===== src/design/stsp_pkg.sv =====
// Package for the string-table stream parser.
// Holds field widths, role and status codes, record phases, register map and the magic bytes.
// No dependencies.
package stsp_pkg;

	localparam int POS_W   = 17;
	localparam int WORD_W  = 16;
	localparam int LEFT_W  = 17;
	localparam int HDR_W   = 7;
	localparam int ADDR_W  = 4;
	localparam int DATA_W  = 32;

	localparam logic [POS_W-1:0] POS_MAX  = '1;
	localparam logic [POS_W-1:0] SEEN_MAX = '1;
	localparam logic [HDR_W-1:0] HDR_MIN  = 7'd12;
	localparam logic [POS_W-1:0] MIN_LEN_M1 = 17'd11;

	// byte roles
	localparam logic [2:0] ROLE_HEADER  = 3'd0;
	localparam logic [2:0] ROLE_IGNORED = 3'd4;

	// parse status / error codes
	localparam logic [2:0] ST_RUN     = 3'd0;
	localparam logic [2:0] ST_OK      = 3'd1;
	localparam logic [2:0] ST_SHORT   = 3'd2;
	localparam logic [2:0] ST_MAGIC   = 3'd3;
	localparam logic [2:0] ST_SIZE    = 3'd4;
	localparam logic [2:0] ST_VERSION = 3'd5;
	localparam logic [2:0] ST_TRUNC   = 3'd6;
	localparam logic [2:0] ST_COUNT   = 3'd7;

	// register indexes
	localparam logic [1:0] REG_DENSE_VER  = 2'd0;
	localparam logic [1:0] REG_TAGGED_VER = 2'd1;
	localparam logic [1:0] REG_DENSE_HDR  = 2'd2;
	localparam logic [1:0] REG_TAGGED_HDR = 2'd3;

	typedef enum logic [2:0] {
		PH_HEADER = 3'd0,
		PH_LENGTH = 3'd1,
		PH_TEXT   = 3'd2,
		PH_ID     = 3'd3
	} phase_t;

	typedef struct packed {
		logic [WORD_W-1:0] dense_version_code;
		logic [WORD_W-1:0] tagged_version_code;
		logic [HDR_W-1:0]  dense_header_bytes;
		logic [HDR_W-1:0]  tagged_header_bytes;
	} cfg_t;

	function automatic logic [7:0] magic_byte(input logic [1:0] idx);
		logic [7:0] r;
		case (idx)
			2'd0:    r = 8'h58;
			2'd1:    r = 8'h55;
			2'd2:    r = 8'h49;
			default: r = 8'h53;
		endcase
		return r;
	endfunction

endpackage


===== src/design/stsp_channels.sv =====
// Valid/ready channel interfaces of the string-table stream parser.
// stsp_in_if carries file bytes, stsp_out_if carries per-byte results. No dependencies.
interface stsp_in_if;
	logic       valid;
	logic       ready;
	logic [7:0] file_byte;
	logic       final_byte;
	modport source(output valid, file_byte, final_byte, input ready);
	modport sink(input valid, file_byte, final_byte, output ready);
endinterface

interface stsp_out_if;
	logic        valid;
	logic        ready;
	logic [2:0]  byte_role;
	logic [15:0] entry_index;
	logic        entry_done;
	logic [31:0] entry_tag;
	logic [15:0] entry_chars;
	logic [2:0]  parse_status;
	modport source(output valid, byte_role, entry_index, entry_done, entry_tag,
		entry_chars, parse_status, input ready);
	modport sink(input valid, byte_role, entry_index, entry_done, entry_tag,
		entry_chars, parse_status, output ready);
endinterface


===== src/design/string_table_stream_parser.sv =====
// Top level of the string-table stream parser.
// Depends on stsp_pkg, stsp_channels (stsp_in_if, stsp_out_if) and stsp_regs.
//
// Usage:
//  stream : one file byte per item, final_byte set on the last byte of a file.
//  result : one item per input byte: role, record index, record-complete flag,
//           record id, character count, and on the last byte the parse status
//           (ok or the lowest-coded error found).
//  APB    : four registers at byte addresses 0, 4, 8, 12 (dense version code,
//           tagged version code, dense header bytes, tagged header bytes);
//           write only while no item is in flight. pready is tied high.
// Timing: an accepted byte waits in an input register; the parse step runs from
// there into the result register, which offers the result. One byte per cycle
// is sustained while the result side takes every item.
// If the result side stalls, the result register holds; the input register
// still takes one more item, after which stream.ready drops until the result
// is taken.
// Reset clears the parse state and loads register defaults; after the last
// byte of a file the parse state returns to its reset value.
module string_table_stream_parser (
	input  logic                         clk,
	input  logic                         arst_n,
	stsp_in_if.sink                      stream,
	stsp_out_if.source                   result,
	input  logic                         psel,
	input  logic                         penable,
	input  logic                         pwrite,
	input  logic [stsp_pkg::ADDR_W-1:0]  paddr,
	input  logic [stsp_pkg::DATA_W-1:0]  pwdata,
	output logic [stsp_pkg::DATA_W-1:0]  prdata,
	output logic                         pready
);
	import stsp_pkg::*;

	cfg_t cfg;

	stsp_regs u_regs (
		.clk     (clk),
		.arst_n  (arst_n),
		.psel    (psel),
		.penable (penable),
		.pwrite  (pwrite),
		.paddr   (paddr),
		.pwdata  (pwdata),
		.prdata  (prdata),
		.cfg     (cfg)
	);

	assign pready = 1'b1;

	// input stage
	logic       valid_s1;
	logic [7:0] file_byte_s1;
	logic       final_byte_s1;
	logic       advance;

	// parse state
	logic [POS_W-1:0]  pos_q,   pos_n;
	logic [WORD_W-1:0] size_q,  size_n;
	logic [WORD_W-1:0] count_q, count_n;
	logic [WORD_W-1:0] ver_q,   ver_n;
	logic [POS_W-1:0]  seen_q,  seen_n;
	phase_t            phase_q, phase_n;
	logic [LEFT_W-1:0] left_q,  left_n;
	logic [31:0]       shift_q, shift_n;
	logic [2:0]        fe_q,    fe_n;
	logic [WORD_W-1:0] rc_q,    rc_n;

	// step results
	logic [2:0]        role_c;
	logic [WORD_W-1:0] idx_c;
	logic              done_c;
	logic [31:0]       tag_c;
	logic [WORD_W-1:0] chars_c;
	logic [2:0]        status_c;

	// result register
	logic              out_valid_q;
	logic [2:0]        role_q;
	logic [WORD_W-1:0] idx_q;
	logic              done_q;
	logic [31:0]       tag_q;
	logic [WORD_W-1:0] chars_q;
	logic [2:0]        status_q;

	assign advance      = valid_s1 & (~out_valid_q | result.ready);
	assign stream.ready = ~valid_s1 | advance;

	always_ff @(posedge clk or negedge arst_n) begin
		if (!arst_n) begin
			valid_s1 <= 1'b0;
		end else if (stream.valid && stream.ready) begin
			valid_s1 <= 1'b1;
		end else if (advance) begin
			valid_s1 <= 1'b0;
		end
	end

	always_ff @(posedge clk) begin
		if (stream.valid && stream.ready) begin
			file_byte_s1  <= stream.file_byte;
			final_byte_s1 <= stream.final_byte;
		end
	end

	// per-byte parse step
	always_comb begin
		logic [7:0]        b;
		logic [POS_W-1:0]  p;
		logic              err_magic, err_size, err_ver;
		logic [2:0]        cand;
		logic              dense;
		logic [HDR_W-1:0]  hdr_raw, hdr;
		logic [POS_W:0]    len;
		logic [POS_W:0]    expect_cnt;
		logic [2:0]        e;

		b = file_byte_s1;
		p = pos_q;

		pos_n   = pos_q;
		size_n  = size_q;
		count_n = count_q;
		ver_n   = ver_q;
		seen_n  = seen_q;
		phase_n = phase_q;
		left_n  = left_q;
		shift_n = shift_q;
		fe_n    = fe_q;
		rc_n    = rc_q;

		role_c   = ROLE_HEADER;
		idx_c    = '0;
		done_c   = 1'b0;
		tag_c    = '0;
		chars_c  = '0;
		status_c = ST_RUN;
		e        = ST_RUN;
		len      = '0;
		expect_cnt = '0;

		// header capture
		err_magic = (p < 17'd4) && (b != magic_byte(p[1:0]));
		if (p == 17'd4 || p == 17'd5) begin
			ver_n = {ver_q[7:0], b};
		end
		if (p == 17'd8 || p == 17'd9) begin
			size_n = {size_q[7:0], b};
		end
		if (p == 17'd10 || p == 17'd11) begin
			count_n = {count_q[7:0], b};
		end
		err_ver  = (p == 17'd5) && (ver_n != cfg.dense_version_code) &&
			(ver_n != cfg.tagged_version_code);
		err_size = (p >= 17'd9) && (p >= {1'b0, size_n});

		if (err_magic)     cand = ST_MAGIC;
		else if (err_size) cand = ST_SIZE;
		else if (err_ver)  cand = ST_VERSION;
		else               cand = ST_RUN;
		if (cand != ST_RUN && (fe_q == ST_RUN || cand < fe_q)) begin
			fe_n = cand;
		end

		dense   = (ver_n == cfg.dense_version_code);
		hdr_raw = dense ? cfg.dense_header_bytes : cfg.tagged_header_bytes;
		hdr     = (hdr_raw < HDR_MIN) ? HDR_MIN : hdr_raw;

		// record walk
		if (fe_q != ST_RUN) begin
			role_c = ROLE_IGNORED;
		end else if (p >= POS_W'(hdr)) begin
			if (phase_n == PH_HEADER) begin
				phase_n = PH_LENGTH;
				left_n  = 17'd2;
				shift_n = '0;
			end
			role_c = phase_n;
			idx_c  = dense ? WORD_W'(seen_q + 17'd1) : seen_q[WORD_W-1:0];
			unique case (phase_n)
				PH_LENGTH: begin
					shift_n = {shift_n[23:0], b};
					left_n  = left_n - 17'd1;
					if (left_n == '0) begin
						rc_n    = shift_n[WORD_W-1:0];
						chars_c = rc_n;
						shift_n = '0;
						if (rc_n != '0) begin
							phase_n = PH_TEXT;
							left_n  = {rc_n, 1'b0};
						end else if (dense) begin
							done_c = 1'b1;
						end else begin
							phase_n = PH_ID;
							left_n  = 17'd4;
						end
					end
				end
				PH_TEXT: begin
					chars_c = rc_q;
					left_n  = left_n - 17'd1;
					if (left_n == '0) begin
						if (dense) begin
							done_c = 1'b1;
						end else begin
							phase_n = PH_ID;
							left_n  = 17'd4;
							shift_n = '0;
						end
					end
				end
				default: begin
					chars_c = rc_q;
					shift_n = {shift_n[23:0], b};
					if (left_n != '0) begin
						left_n = left_n - 17'd1;
					end
					if (left_n == '0) begin
						done_c = 1'b1;
						tag_c  = shift_n;
					end
				end
			endcase
			if (done_c) begin
				if (seen_n != SEEN_MAX) begin
					seen_n = seen_n + 17'd1;
				end
				phase_n = PH_LENGTH;
				left_n  = 17'd2;
				shift_n = '0;
			end
		end

		// end of file
		if (final_byte_s1) begin
			len = {1'b0, p} + 18'd1;
			if (p < MIN_LEN_M1) begin
				status_c = ST_SHORT;
			end else begin
				e = fe_n;
				if (len != {2'b00, size_n} && (e == ST_RUN || e > ST_SIZE)) begin
					e = ST_SIZE;
				end
				if (e == ST_RUN) begin
					expect_cnt = dense ? ({1'b0, seen_n} + 18'd1) : {1'b0, seen_n};
					if (phase_n != PH_HEADER &&
						!(phase_n == PH_LENGTH && left_n == 17'd2)) begin
						e = ST_TRUNC;
					end else if (expect_cnt != {2'b00, count_n}) begin
						e = ST_COUNT;
					end else begin
						e = ST_OK;
					end
				end
				status_c = e;
			end
			pos_n   = '0;
			size_n  = '0;
			count_n = '0;
			ver_n   = '0;
			seen_n  = '0;
			phase_n = PH_HEADER;
			left_n  = '0;
			shift_n = '0;
			fe_n    = ST_RUN;
			rc_n    = '0;
		end else if (pos_q != POS_MAX) begin
			pos_n = pos_q + 17'd1;
		end
	end

	always_ff @(posedge clk or negedge arst_n) begin
		if (!arst_n) begin
			pos_q   <= '0;
			size_q  <= '0;
			count_q <= '0;
			ver_q   <= '0;
			seen_q  <= '0;
			phase_q <= PH_HEADER;
			left_q  <= '0;
			shift_q <= '0;
			fe_q    <= ST_RUN;
			rc_q    <= '0;
		end else if (advance) begin
			pos_q   <= pos_n;
			size_q  <= size_n;
			count_q <= count_n;
			ver_q   <= ver_n;
			seen_q  <= seen_n;
			phase_q <= phase_n;
			left_q  <= left_n;
			shift_q <= shift_n;
			fe_q    <= fe_n;
			rc_q    <= rc_n;
		end
	end

	always_ff @(posedge clk or negedge arst_n) begin
		if (!arst_n) begin
			out_valid_q <= 1'b0;
		end else if (advance) begin
			out_valid_q <= 1'b1;
		end else if (result.ready) begin
			out_valid_q <= 1'b0;
		end
	end

	always_ff @(posedge clk) begin
		if (advance) begin
			role_q   <= role_c;
			idx_q    <= idx_c;
			done_q   <= done_c;
			tag_q    <= tag_c;
			chars_q  <= chars_c;
			status_q <= status_c;
		end
	end

	assign result.valid        = out_valid_q;
	assign result.byte_role    = role_q;
	assign result.entry_index  = idx_q;
	assign result.entry_done   = done_q;
	assign result.entry_tag    = tag_q;
	assign result.entry_chars  = chars_q;
	assign result.parse_status = status_q;

`ifndef SYNTHESIS
	// records are only counted once the walk has started
	a_seen_header: assert property (@(posedge clk) disable iff (!arst_n)
		phase_q == PH_HEADER |-> seen_q == '0)
		else $error("records counted while still in header");

	// a text field is never left with nothing to consume
	a_text_left: assert property (@(posedge clk) disable iff (!arst_n)
		phase_q == PH_TEXT |-> left_q != '0)
		else $error("text phase with zero bytes left");

	// only header errors are kept between bytes
	a_sticky_code: assert property (@(posedge clk) disable iff (!arst_n)
		fe_q == ST_RUN || fe_q == ST_MAGIC || fe_q == ST_SIZE || fe_q == ST_VERSION)
		else $error("unexpected sticky error code");

	// position steps by one on every non-final byte below saturation
	a_pos_step: assert property (@(posedge clk) disable iff (!arst_n)
		advance && !final_byte_s1 && pos_q != POS_MAX |=> pos_q == $past(pos_q) + 17'd1)
		else $error("byte position did not advance");

	// ignored bytes carry no record information
	a_ignored: assert property (@(posedge clk) disable iff (!arst_n)
		out_valid_q && role_q == ROLE_IGNORED |-> idx_q == '0 && !done_q && chars_q == '0)
		else $error("ignored item carries record fields");
`endif

endmodule


===== src/design/stsp_regs.sv =====
// APB-style configuration registers of the string-table stream parser.
// Depends on stsp_pkg.
module stsp_regs (
	input  logic                         clk,
	input  logic                         arst_n,
	input  logic                         psel,
	input  logic                         penable,
	input  logic                         pwrite,
	input  logic [stsp_pkg::ADDR_W-1:0]  paddr,
	input  logic [stsp_pkg::DATA_W-1:0]  pwdata,
	output logic [stsp_pkg::DATA_W-1:0]  prdata,
	output stsp_pkg::cfg_t               cfg
);
	import stsp_pkg::*;

	cfg_t       cfg_q;
	logic       wr_en;
	logic [1:0] reg_idx;

	assign wr_en   = psel & penable & pwrite;
	assign reg_idx = paddr[ADDR_W-1:2];

	always_ff @(posedge clk or negedge arst_n) begin
		if (!arst_n) begin
			cfg_q.dense_version_code  <= 16'd1;
			cfg_q.tagged_version_code <= 16'd2;
			cfg_q.dense_header_bytes  <= 7'd14;
			cfg_q.tagged_header_bytes <= 7'd12;
		end else if (wr_en) begin
			unique case (reg_idx)
				REG_DENSE_VER:  cfg_q.dense_version_code  <= pwdata[WORD_W-1:0];
				REG_TAGGED_VER: cfg_q.tagged_version_code <= pwdata[WORD_W-1:0];
				REG_DENSE_HDR:  cfg_q.dense_header_bytes  <= pwdata[HDR_W-1:0];
				REG_TAGGED_HDR: cfg_q.tagged_header_bytes <= pwdata[HDR_W-1:0];
				default: ;
			endcase
		end
	end

	always_comb begin
		unique case (reg_idx)
			REG_DENSE_VER:  prdata = DATA_W'(cfg_q.dense_version_code);
			REG_TAGGED_VER: prdata = DATA_W'(cfg_q.tagged_version_code);
			REG_DENSE_HDR:  prdata = DATA_W'(cfg_q.dense_header_bytes);
			REG_TAGGED_HDR: prdata = DATA_W'(cfg_q.tagged_header_bytes);
			default:        prdata = '0;
		endcase
	end

	assign cfg = cfg_q;

endmodule


===== src/flat_wrapper.sv =====
// flat-port wrapper written by rule: the top's interface ports become plain ports
module string_table_stream_parser_flat import stsp_pkg::*;
  (clk, arst_n, psel, penable, pwrite, paddr, pwdata, prdata, pready, stream_valid, stream_file_byte, stream_final_byte, stream_ready, result_valid, result_byte_role, result_entry_index, result_entry_done, result_entry_tag, result_entry_chars, result_parse_status, result_ready);
  stsp_in_if stream_i ();
  stsp_out_if result_i ();
  input  logic clk;
  input  logic arst_n;
  input  logic psel;
  input  logic penable;
  input  logic pwrite;
  input  logic [stsp_pkg::ADDR_W-1:0] paddr;
  input  logic [stsp_pkg::DATA_W-1:0] pwdata;
  output logic [stsp_pkg::DATA_W-1:0] prdata;
  output logic pready;
  input wire logic [$bits(stream_i.valid)-1:0] stream_valid;
  input wire logic [$bits(stream_i.file_byte)-1:0] stream_file_byte;
  input wire logic [$bits(stream_i.final_byte)-1:0] stream_final_byte;
  output wire logic [$bits(stream_i.ready)-1:0] stream_ready;
  output wire logic [$bits(result_i.valid)-1:0] result_valid;
  output wire logic [$bits(result_i.byte_role)-1:0] result_byte_role;
  output wire logic [$bits(result_i.entry_index)-1:0] result_entry_index;
  output wire logic [$bits(result_i.entry_done)-1:0] result_entry_done;
  output wire logic [$bits(result_i.entry_tag)-1:0] result_entry_tag;
  output wire logic [$bits(result_i.entry_chars)-1:0] result_entry_chars;
  output wire logic [$bits(result_i.parse_status)-1:0] result_parse_status;
  input wire logic [$bits(result_i.ready)-1:0] result_ready;
  assign stream_i.valid = stream_valid;
  assign stream_i.file_byte = stream_file_byte;
  assign stream_i.final_byte = stream_final_byte;
  assign stream_ready = stream_i.ready;
  assign result_valid = result_i.valid;
  assign result_byte_role = result_i.byte_role;
  assign result_entry_index = result_i.entry_index;
  assign result_entry_done = result_i.entry_done;
  assign result_entry_tag = result_i.entry_tag;
  assign result_entry_chars = result_i.entry_chars;
  assign result_parse_status = result_i.parse_status;
  assign result_i.ready = result_ready;
  string_table_stream_parser u_core (.clk(clk), .arst_n(arst_n), .stream(stream_i), .result(result_i), .psel(psel), .penable(penable), .pwrite(pwrite), .paddr(paddr), .pwdata(pwdata), .prdata(prdata), .pready(pready));
endmodule

===== config.mk =====
export PLATFORM = sky130hd
export DESIGN_NAME = string_table_stream_parser_flat
export DESIGN_NICKNAME = d
export VERILOG_FILES = /design/src/design/stsp_pkg.sv /design/src/design/stsp_channels.sv /design/src/design/string_table_stream_parser.sv /design/src/design/stsp_regs.sv /design/src/flat_wrapper.sv
export SDC_FILE = /design/constraint.sdc
export NUM_CORES = 1
export LEC_CHECK = 0
export BUFFER_PORTS_ARGS = -buffer_cell sky130_fd_sc_hd__clkbuf_2
export CAP_MARGIN = 20
export CELL_PAD_IN_SITES_DETAIL_PLACEMENT = 1
export CELL_PAD_IN_SITES_GLOBAL_PLACEMENT = 1
export CORE_MARGIN = 1.5
export CORE_UTILIZATION = 41
export CTS_BUF_LIST = sky130_fd_sc_hd__clkbuf_8
export DETAILED_ROUTE_END_ITERATION = 16
export GPL_TIMING_DRIVEN = 0
export PLACE_DENSITY = 0.86
export SYNTH_ARGS = -nofsm -noshare
export SYNTH_HDL_FRONTEND = slang
export SYNTH_SLANG_ARGS = --single-unit

===== constraint.sdc =====
create_clock -name clk -period 7.9 [get_ports clk]
set_input_delay 1.185 -clock clk [delete_from_list [all_inputs] [get_ports clk]]
set_output_delay 1.185 -clock clk [all_outputs]
set_load 0.005 [all_outputs]

# Word-level counts from Yosys, hierarchy flattened

Cells that the tools add are included.

$add $sub $neg: 5
Order comparisons: 8
Equality and inequality tests: 24
Muxes and demuxes: 90
Bitwise gates (word level): 10
Reductions and logical operators: 45

Operator list:

| kind                    | number |
|---|---|
| $mux W17                | 22 |
| $mux W32                | 10 |
| $mux W16                | 14 |
| $pmux W32 S4            | 1 |
| $mux W3                 | 23 |
| $eq A17 B4 Y1 const B   | 4 |
| $pmux W32 S2            | 1 |
| $add A17 B1 Y18 const B | 2 |
| $ne A18 B16 Y1          | 2 |
| $add A17 B1 Y17 const B | 2 |
| $eq A17 B3 Y1 const B   | 2 |
| $logic_not A17 Y1       | 2 |
| $ne A17 B17 Y1 const B  | 2 |
| $pmux W17 S2            | 1 |
| $ne A16 B16 Y1          | 2 |
| $mux W18                | 1 |
| $eq A17 B2 Y1 const B   | 1 |
| $ge A17 B16 Y1          | 1 |
| $ge A17 B4 Y1 const B   | 1 |
| $ge A17 B7 Y1           | 1 |
| $lt A17 B3 Y1 const B   | 1 |
| $lt A17 B4 Y1 const B   | 1 |
| $reduce_bool A17 Y1     | 1 |
| $sub A17 B1 Y17 const B | 1 |
| other kinds (32)        | 83 |

Bits in registers: 281
Bits of input ports: 52
Output and inout bits: 106

# Logic depth before layout (Yosys ltp)

Gate-level depths: netlist of the first run.

Depth in word-level cells: 30
Depth in mapped cells: 36
Gate-level depth less buffers: 30

# Hierarchy

A second synthesis of the first run with hierarchy kept.

Cell total of the unflattened synthesis: 1673
Area, all modules: 16549.6 um^2

Modules (own cells, without submodules):

| module                     | instances | cells each | area an instance (um^2) | sequential area each (um^2) |
|---|---|---|---|---|
| string_table_stream_parser | 1         | 1524       | 14298.7                 | 6080.8 |
| stsp_regs                  | 1         | 149        | 2250.9                  | 1159.9 |

# Worst setup path before layout of the first run

Ideal clock, no wire load.

Path type: register to register
Start: reg u_core.pos_q[12]
End: reg u_core.status_q[2] (netlist: u_core.result.parse_status[2]), data pin
Arrival time: 7.498 ns
Setup slack: 0.141 ns
Stages on the path, launching flop included: 36
Buffers on the path: 7
Period minus slack after synthesis: 7.759 ns
Cells stage by stage: dfrtp_1 nor4_1 and4_1 nand2_1 mux2i_1 a221oi_1 and3_1 clkbuf_1 clkbuf_1 buf_1 clkbuf_1 clkbuf_1 nand2_1 a22o_1 ha_1 nor2b_1 o21ai_0 a31oi_1 o211ai_1 nand2_1 nor2b_1 clkbuf_1 nand2_1 clkbuf_1 o21ai_0 nand2_1 ha_1 nand2_1 or4_1 a22oi_2 o211a_1 and4_1 o221a_1 nor2_1 o31ai_1 a21oi_1

Word-level cells in the longest chain between the ends: 21

RTL lines:

| what                                                     | RTL line                          | source |
|---|---|---|
| start, declared                                          | string_table_stream_parser.sv:58  | `logic [POS_W-1:0] pos_q, pos_n;` |
| start signal, assigned                                   | string_table_stream_parser.sv:285 | `pos_q <= pos_n;` |
| branches (longest 21 deep; another with $add A17 B1 Y18) | -                                 |  |
| end signal, assigned                                     | string_table_stream_parser.sv:315 | `status_q <= status_c;` |
| end, declared                                            | string_table_stream_parser.sv:84  | `logic [2:0] status_q;` |

Several ways; the timed one is not identified. The select of a mux whose other input is x is not followed.
A chain may end at the register's enable or synchronous reset.

# Worst setup path after layout of the first run

Start: reg u_core.pos_q[12]
End: reg u_core.status_q[1] (netlist: u_core.result.parse_status[1]), data pin

Word-level cells in the longest chain between the ends: 22

RTL lines:

| what                                                     | RTL line                          | source |
|---|---|---|
| branches (longest 21 deep; another with $add A17 B1 Y18) | -                                 |  |
| $mux W2 *                                                | string_table_stream_parser.sv:237 | `if (p < MIN_LEN_M1) begin` |

Every way passes the cells marked *. The select of a mux whose other input is x is not followed.

==> impl_results.md, run 1 <==
* IR drop worst, VDD at 0.0001410 V
* Cell area after synthesis at 16,690 µm²
* Largest area contributor in the netlist: dfrtp_1
* 1st-pass router iterations at 6
* Clk sinks at 273
* R2R setup slack at 0.08 ns
* WP data required at 8.25 ns
* Largest family of logic cells by synthesized area: compound AO/OA/AOI/OAI gates
* F_max at 0.1279 GHz
* Crit. End Element: register
* DR vias/cell at 6.195
* Core area at 39,910 µm²
* DRC at 0
* Placed insts at 2,386
* Post-synth EDFFs at 80
* Proportion of synthesized area in mux cells at 7.415%
* Critical path arrival at 8.17 ns
* Yosys warnings at 0
* H-tree depth at 2
* Global route overflow at 0
* Fin Setup TNS at 0 ns
* Synth area leaders: dfrtp_1, edfxtp_1, o21ai_0, mux2i_1, a22o_1
* CP startpoint kind: register
* Vias in the first global route at 15,830
* Least-Margin Pin Slew at 1.190 ns
* Distinct cells, synth at 95
* Later-pin clock latency in the skew report at 0.68 ns
* Max Slew Vio Count at 0
* Routability cong. at 0.9465
* Max cap viols at 0
* Layout cells sized above 1 at 19.20%
* Top_reg_cell synth: dfrtp_1
* #FFs+latches synth at 273
* First-pass GRT wire length at 94,070 µm
* Die Area at 41,920 µm²
* Vias at 15,460
* Starting Density at 41.81%
* I/O pins at 158
* Die Y-Extent at 204.8 µm
* Status: finished, final reports clean
* Setup Skew at 0.05077 ns
* Xor/xnor share of the synthesized area at 6.245%
* Largest net degree at the start of global routing at 115
* Final wirelength at 61,620 µm
* Hold Path Stages at 2
* Crit. Startpoint: u_core.pos_q[12]
* Asr flop ratio synth at 70.70%
* Clock slew at reported path FFs at 0.07 ns
* Area Overhead vs Synth at 16.52%
* FF-to-FF path depth at 33
* Root buffer cell: clkbuf_8
* FP Rows at 73
* Period utilisation layout at 98.95%
* RR Startpoint: u_core.pos_q[12]
* Buf/Inv on CP at 5
* Worst path slowest cell: or4_1
* Simple-gate share of the synthesized area at 16.97%
* Complex-gate fraction of the synthesized area at 18.83%
* Antenna violations before repair at 2
* Power per cell area at 224.7 nW/µm²
* Max incr delay on CP at 0.51 ns
* Syn avg cell area at 9.691 µm²
* Slew headroom at 19.83%
* Synth top area share at 27.89%
* # setup viols final at 0
* Min-delay src: u_core.size_q[14]
* Initial DRC count at 1,422
* Min-delay worst type: register to register
* DP HPWL at 44,430 µm
* Die Wd at 204.8 µm
* Crit-path max FO at 10
* Top delay family on crit path: simple AND/OR/NAND/NOR gates
* Critical path depth in cells at 33
* Drt wl/cell at 24.70 µm
* Overall routing resource usage at 29.14%
* Total CTS buffers at 47
* LEAKAGE at 8.263 nW
* Final cell count without fillers at 2,495
* Synth Area in Adders at 2.774%
* IO buf count at 122
* CTS tree: built
* CP endpoint: u_core.result.parse_status[1]
* Crit path time final at 7.817 ns
* Worst R2R End: u_core.result.parse_status[1]
* Final #Nets at 2,020
* DRT antenna net count at 0
* Crit Path Category: register to register
* CTS Buffer Depth at 3
* Post-synthesis sequential area ratio at 43.39%
* Syn Inst Count at 1,722
* Final Hold Fails at 0
==> power breakdown <==
part / switching, mW / leakage [nW] / internal (mW) / total, mW
clock: 0.651 / 0.552 / 0.632 / 1.28
combinational: 0.777 / 4.35 / 0.504 / 1.28
sequential: 0.189 / 3.36 / 1.62 / 1.81
total: 1.62 / 8.26 / 2.75 / 4.37
==> cells in the final DEF (no fill, tap or decap), types with 57 or more instances in the layout <==
master / n
o21ai_0: 117
clkbuf_1: 97
a22o_1: 65
xnor2_1: 58
nand2_1: 140
clkbuf_8: 57
edfxtp_1: 80
xor2_1: 60
a21oi_1: 74
dfrtp_1: 180
nor2_1: 119
and3_1: 65
clkbuf_2: 122
==> area by class of cell <==
| type | count | area, µm² |
|---|---|---|
| Buffer | 133 | 651.9 |
| Multi-Input combinational cell | 1295 | 8980 |
| Tap cell | 525 | 656.9 |
| Clock inverter | 33 | 163.9 |
| Clock buffer | 54 | 743.2 |
| Sequential cell | 273 | 7248 |
| Inverter | 26 | 101.3 |
| Fill cell | 4542 | 20470 |
| Timing Repair Buffer | 155 | 897.1 |
| Antenna cell | 1 | 2.502 |
==> per-layer routing <==
layer | part of all wire (%) | GRT usage, % | vias to the layer above
met4 | 3.4 | 11.61 | 0
met3 | 7.6 | 5.902 | 126
li1 | - | - | 6793
met1 | 42 | 38.86 | 7840
met2 | 47 | 46.28 | 698
met5 | 0 | 0 | -
==> cell families after synthesis <==
group                      count (synthesis)
DFF                                      273
other                                      2
xor gates and xnor gates                 119
AOI/OAI and AO/OA                        459
buffers and inverters                    169
and+or+nand+nor                          554
adders and majority gates                 37
muxes                                    109
==> sequential cells by signal, summed over array words and instances, names as in the netlist, 8 cells and up <==
name	flops
u_core.u_regs.cfg	46
u_core.result.entry_tag	32
u_core.shift_q	24
u_core.left_q	17
u_core.pos_q	17
u_core.seen_q	17
u_core.count_q	16
u_core.rc_q	16
u_core.result.entry_chars	16
u_core.result.entry_index	16
u_core.size_q	16
u_core.ver_q	16
u_core.file_byte_s1	8
==> worst min-delay path, stage by stage (launching register included) <==
cell and delay, ns:
dfrtp_1 0.34, nand2_1 0.05, o21ai_0 0.06
==> repair_timing <==
item,4_1_cts,5_1_grt
buffers inserted,11,18
hold buffers,0,0
resized for setup,44,30
pin swaps,7,18
endpoints found under the setup margin,148,4
==> how the worst min path moves through the flow <==
stage                        end  slack, ns
2_1_floorplan  u_core.size_q[10]       0.45
3_3_place_gp   u_core.size_q[12]       0.46
3_5_place_dp    u_core.size_q[8]       0.47
4_1_cts         u_core.size_q[8]       0.49
5_1_grt         u_core.size_q[8]       0.52
6_report       u_core.size_q[14]       0.48
==> Yosys cell counts (all sizes together), types with 6 or more instances <==
cell type  instances
clkbuf           113
o41ai              8
o31a               6
o211ai            14
a221oi             9
and2              17
nand3             38
or3               11
dfstp              7
nor4              25
or2                9
nand2b             7
and3              67
mux2i             58
a32oi              8
mux2              44
nand2            144
inv               25
or4               11
a22o              65
xnor2             59
mux4               7
xor2              60
a22oi             27
a21o              14
nor2             121
o21a              12
a21oi             77
dfrtp            186
nand4             26
o21ai            129
ha                37
nor2b             10
a211oi             9
buf               30
edfxtp            80
o31ai             18
nor3              43
a31oi             21
==> stage by stage <==
| stage | worst slack, ns | area [µm²] | hold WS, ns | utilization, % | total power [mW] |
|---|---|---|---|---|---|
| floorplan | 0.1411 | 16740 | 0.4492 | - | 2.564 |
| global placement | -3.372 | 18010 | 0.4636 | 45.13 | 2.940 |
| detailed placement | -3.418 | 18070 | 0.4742 | 45.28 | 2.999 |
| CTS | 0.02971 | 19190 | 0.4879 | 48.08 | 4.320 |
| global route | -0.1781 | 19440 | 0.5151 | 48.72 | 4.558 |
| finish | 0.08267 | 19440 | 0.4844 | 48.72 | 4.370 |
Power figures use the tool's default switching activity.
==> inputs of run 2 (changes only) <==
Settings changed: ABC_AREA set to 1, HOLD_SLACK_MARGIN set to 0.06, PLACE_DENSITY 0.86 to 0.9.
==> run 2 against run 1 <==
  * Sequential share of layout area fell by 0.74 points
  * Synthesized cell count rose by 35%
  * Register-to-register slack improved by 0.22 ns
  * Design area rose by 1.9%
  * Clock skew fell by 0.017 ns
  * First-iteration DRC count fell by 6.3%
  * Non-clock buffer count fell by 43
  * Die area rose by 3.2%
  * Routed wire length rose by 7.0%
  * Critical path depth rose by 16
  * Critical path type unchanged
==> impl_results.md, run 2 <==
* Layout cells sized above 1 at 12.32% (-6.9 points)
* LEAKAGE at 9.238 nW (+12%)
* ANT cells at 0 (-1)
* Distinct cells, synth at 58 (-39%)
* DRC at 0 (unchanged)
* Global route overflow at 0 (unchanged)
* Largest area contributor in the netlist: dfrtp_1
* CTS Buffer Depth at 3 (unchanged)
* Total CTS buffers at 51 (+8.5%)
* Starting Density at 41.92% (+0.11 points)
* Largest net degree at the start of global routing at 112 (-2.6%)
* Worst path slowest cell: dfrtp_1
* Die Wd at 208.0 µm (+1.6%)
* Fillers at 5,328 (+17%)
* GR Util met3 at 5.087% (-0.82 points)
* Largest register FFs at 46 (unchanged)
* Top_reg_cell synth: dfrtp_1
* Most frequent cell on the critical path: nand2_1
* Most frequent cell after synthesis: nand2_1
* Vias at 17,870 (+16%)
* Least-Margin Pin Slew at 0.9684 ns (-0.2216 ns)
* I/O pins at 158 (unchanged)
* WP data required at 8.27 ns (+0.02 ns)
* Commonest cells post-synth: nand2_1, inv_1, o21ai_0
* Post-synthesis sequential area ratio at 42.02% (-1.4 points)
* Synth top area share at 27.01% (-0.88 points)
* Routability cong. at 0.9734 (+2.8%)
* First-pass GRT wire length at 103,500 µm (+10%)
* GRT busiest layer: met2
* DP HPWL at 49,560 µm (+12%)
* Syn Inst Count at 2,332 (+35%)
* F_max at 0.1317 GHz (+3.0%)
* Synth area leaders: dfrtp_1, edfxtp_1, nand2_1, inv_1, o21ai_0
* Initial DRC count at 1,333 (-6.3%)
* FP Rows at 74 (+1.4%)
* Total chip power at 4.962 mW (+14%)
* Setup Skew at 0.03329 ns (-0.01748 ns)
* Period utilisation layout at 96.11% (-2.8 points)
* GR met2 Demand/Resource at 52.28% (+6.0 points)
* Die Area at 43,270 µm² (+3.2%)
* RR Startpoint: u_core.pos_q[11]
* Crit-path max FO at 10 (unchanged)
* Crit. Startpoint: u_core.pos_q[11]
* #FFs+latches synth at 273 (unchanged)
* Slew headroom at 34.94% (+15 points)
* Antenna violations before repair at 0 (-2)
* Max incr delay on CP at 0.46 ns (-0.05 ns)
* Min-delay src: u_core.u_regs.cfg[8]
* Clk sinks at 273 (unchanged)
* DRT antenna net count at 0 (unchanged)
* Max cap viols at 0 (unchanged)
* Status: finished, final reports clean
* Area Overhead vs Synth at 15.03%
* CP startpoint kind: register
* Power per cell area at 250.3 nW/µm² (+11%)
* Clock slew at reported path FFs at 0.06 ns (about the same)
* H-tree depth at 2 (unchanged)
* Final #Nets at 2,619 (+30%)
* Final Hold Fails at 0 (unchanged)
* Yosys warnings at 0 (unchanged)
* Asr flop ratio synth at 70.70% (unchanged)
* Syn avg cell area at 7.390 µm² (-24%)
* 1st-pass router iterations at 5 (-1)
* Die Y-Extent at 208.0 µm (+1.6%)
* Final wirelength at 65,940 µm (+7.0%)
* Core area at 41,110 µm² (+3.0%)
* IO buf count at 122 (unchanged)
* Met1 usage at 36.81% (-2.0 points)
* # setup viols final at 0 (unchanged)
* Post-synth EDFFs at 80 (unchanged)
* CTS tree: built
* Most frequent cells in the layout: nand2_1, inv_1, o21ai_0
* IR drop worst, VDD at 0.0001448 V (+2.7%)
* Crit path setup slack, layout at 0.3075 ns (+0.2248 ns)
* Later-pin clock latency in the skew report at 0.67 ns (about the same)
* Overall routing resource usage at 30.21% (+1.1 points)
* Critical path arrival at 7.97 ns (-0.20 ns)
* Vias in the first global route at 18,570 (+17%)
* Cell area after synthesis at 17,230 µm² (+3.3%)
* Max Slew Vio Count at 0 (unchanged)
* Dpl ws at -1.298 ns (+2.120 ns)
* Crit. End Element: register
* DR vias/cell at 5.755 (-7.1%)
* Crit path time final at 7.593 ns (-0.2248 ns)
* Root buffer cell: clkbuf_8
* Crit Path Category: register to register
* Min-delay worst type: register to register
* Drt wl/cell at 21.24 µm (-14%)
* Commonest non-fill, non-tap cell in the layout: nand2_1
## run 2: cell count changes after synthesis, moves of 65 or more
cell,before,now
o22ai_1,4,76
inv_1,25,326
o21ai_0,121,229
nand2_1,143,563
and3_1,67,2
nand3_1,38,158
nor2_1,120,190
## run 2: report_power, final
group	total, mW	leakage (nW)	internal (mW)	switching (mW)
registers	1.75	3.40	1.63	0.120
logic	1.75	5.23	0.540	1.21
clock network	1.46	0.601	0.791	0.671
## run 2: metal layers
layer	share of wire, %	up-vias
met5	0	-
met4	4.5	0
met3	6.3	192
met2	49	677
met1	41	8841
li1	-	8158
## run 2: path summary, 6_finish.rpt
| kind | depth (start not counted) | slack [ns] | end |
|---|---|---|---|
| setup / recovery | 49 | 0.31 | u_core.result.parse_status[1] |
| hold / removal | 2 | 0.49 | u_core.u_regs.cfg[8] |
| setup reg to reg | 49 | 0.31 | u_core.result.parse_status[1] |
| hold reg to reg | 2 | 0.49 | u_core.u_regs.cfg[8] |
| max in group asynchronous | 2 | 6.19 | u_core.u_regs.cfg[14] |
| min in group asynchronous | 1 | 0.60 | u_core.rc_q[9] |
## run 2: per-stage QoR
step                hold slack (ns)  area, µm²  instances  util [%]  TNS [ns]
floorplan                    0.4530      17290       2347         -         0
global placement             0.4692      18570       3001     45.16    -3.070
detailed placement           0.4801      18630       3003     45.33    -12.38
CTS                          0.4936      19740       3100     48.01         0
global route                 0.5150      19820       3105     48.22  -0.03103
finish                       0.4901      19820       3105     48.22         0
## run 2: cell families (layout without fill, tap and decap cells)
family,Yosys count,after routing,synth area share [%]
AOI/OAI and AO/OA,488,488,16.42
xor gates and xnor gates,37,37,1.880
and+or+nand+nor,1044,1044,26.39
buffers and inverters,450,676,10.51
muxes,1,1,0.05809
DFF,273,273,42.02
adders and majority gates,37,37,2.686
other,2,17,0.04358
## run 2: worst max-delay path, delay by kind of cell (launching register included)
kind | cells | cell delay, ns
AO/OA/AOI/OAI | 5 | 0.70
adder cells (fa/ha/maj) | 1 | 0.28
buffers and inverters | 8 | 1.09
flip-flops | 1 | 0.46
AND/OR/NAND/NOR | 35 | 4.76
## run 2: cell type report
class / count / area, µm² / area share [%]
tap: 532 / 665.6 / 3.358
inverter: 335 / 1269 / 6.400
buffer: 115 / 591.8 / 2.986
clock inverter: 43 / 322.8 / 1.628
timing repair buffer: 130 / 719.4 / 3.629
sequential: 273 / 7242 / 36.53
clock buffer: 53 / 729.5 / 3.680
multi-input combinational: 1624 / 8283 / 41.78
## run 2: what timing repair did
action	in CTS	in global routing
hold buffers	0	0
setup endpoints to repair	63	8
hold endpoints to repair	0	0
buffers inserted	1	5
gates resized for setup	19	28
pin swaps	1	2
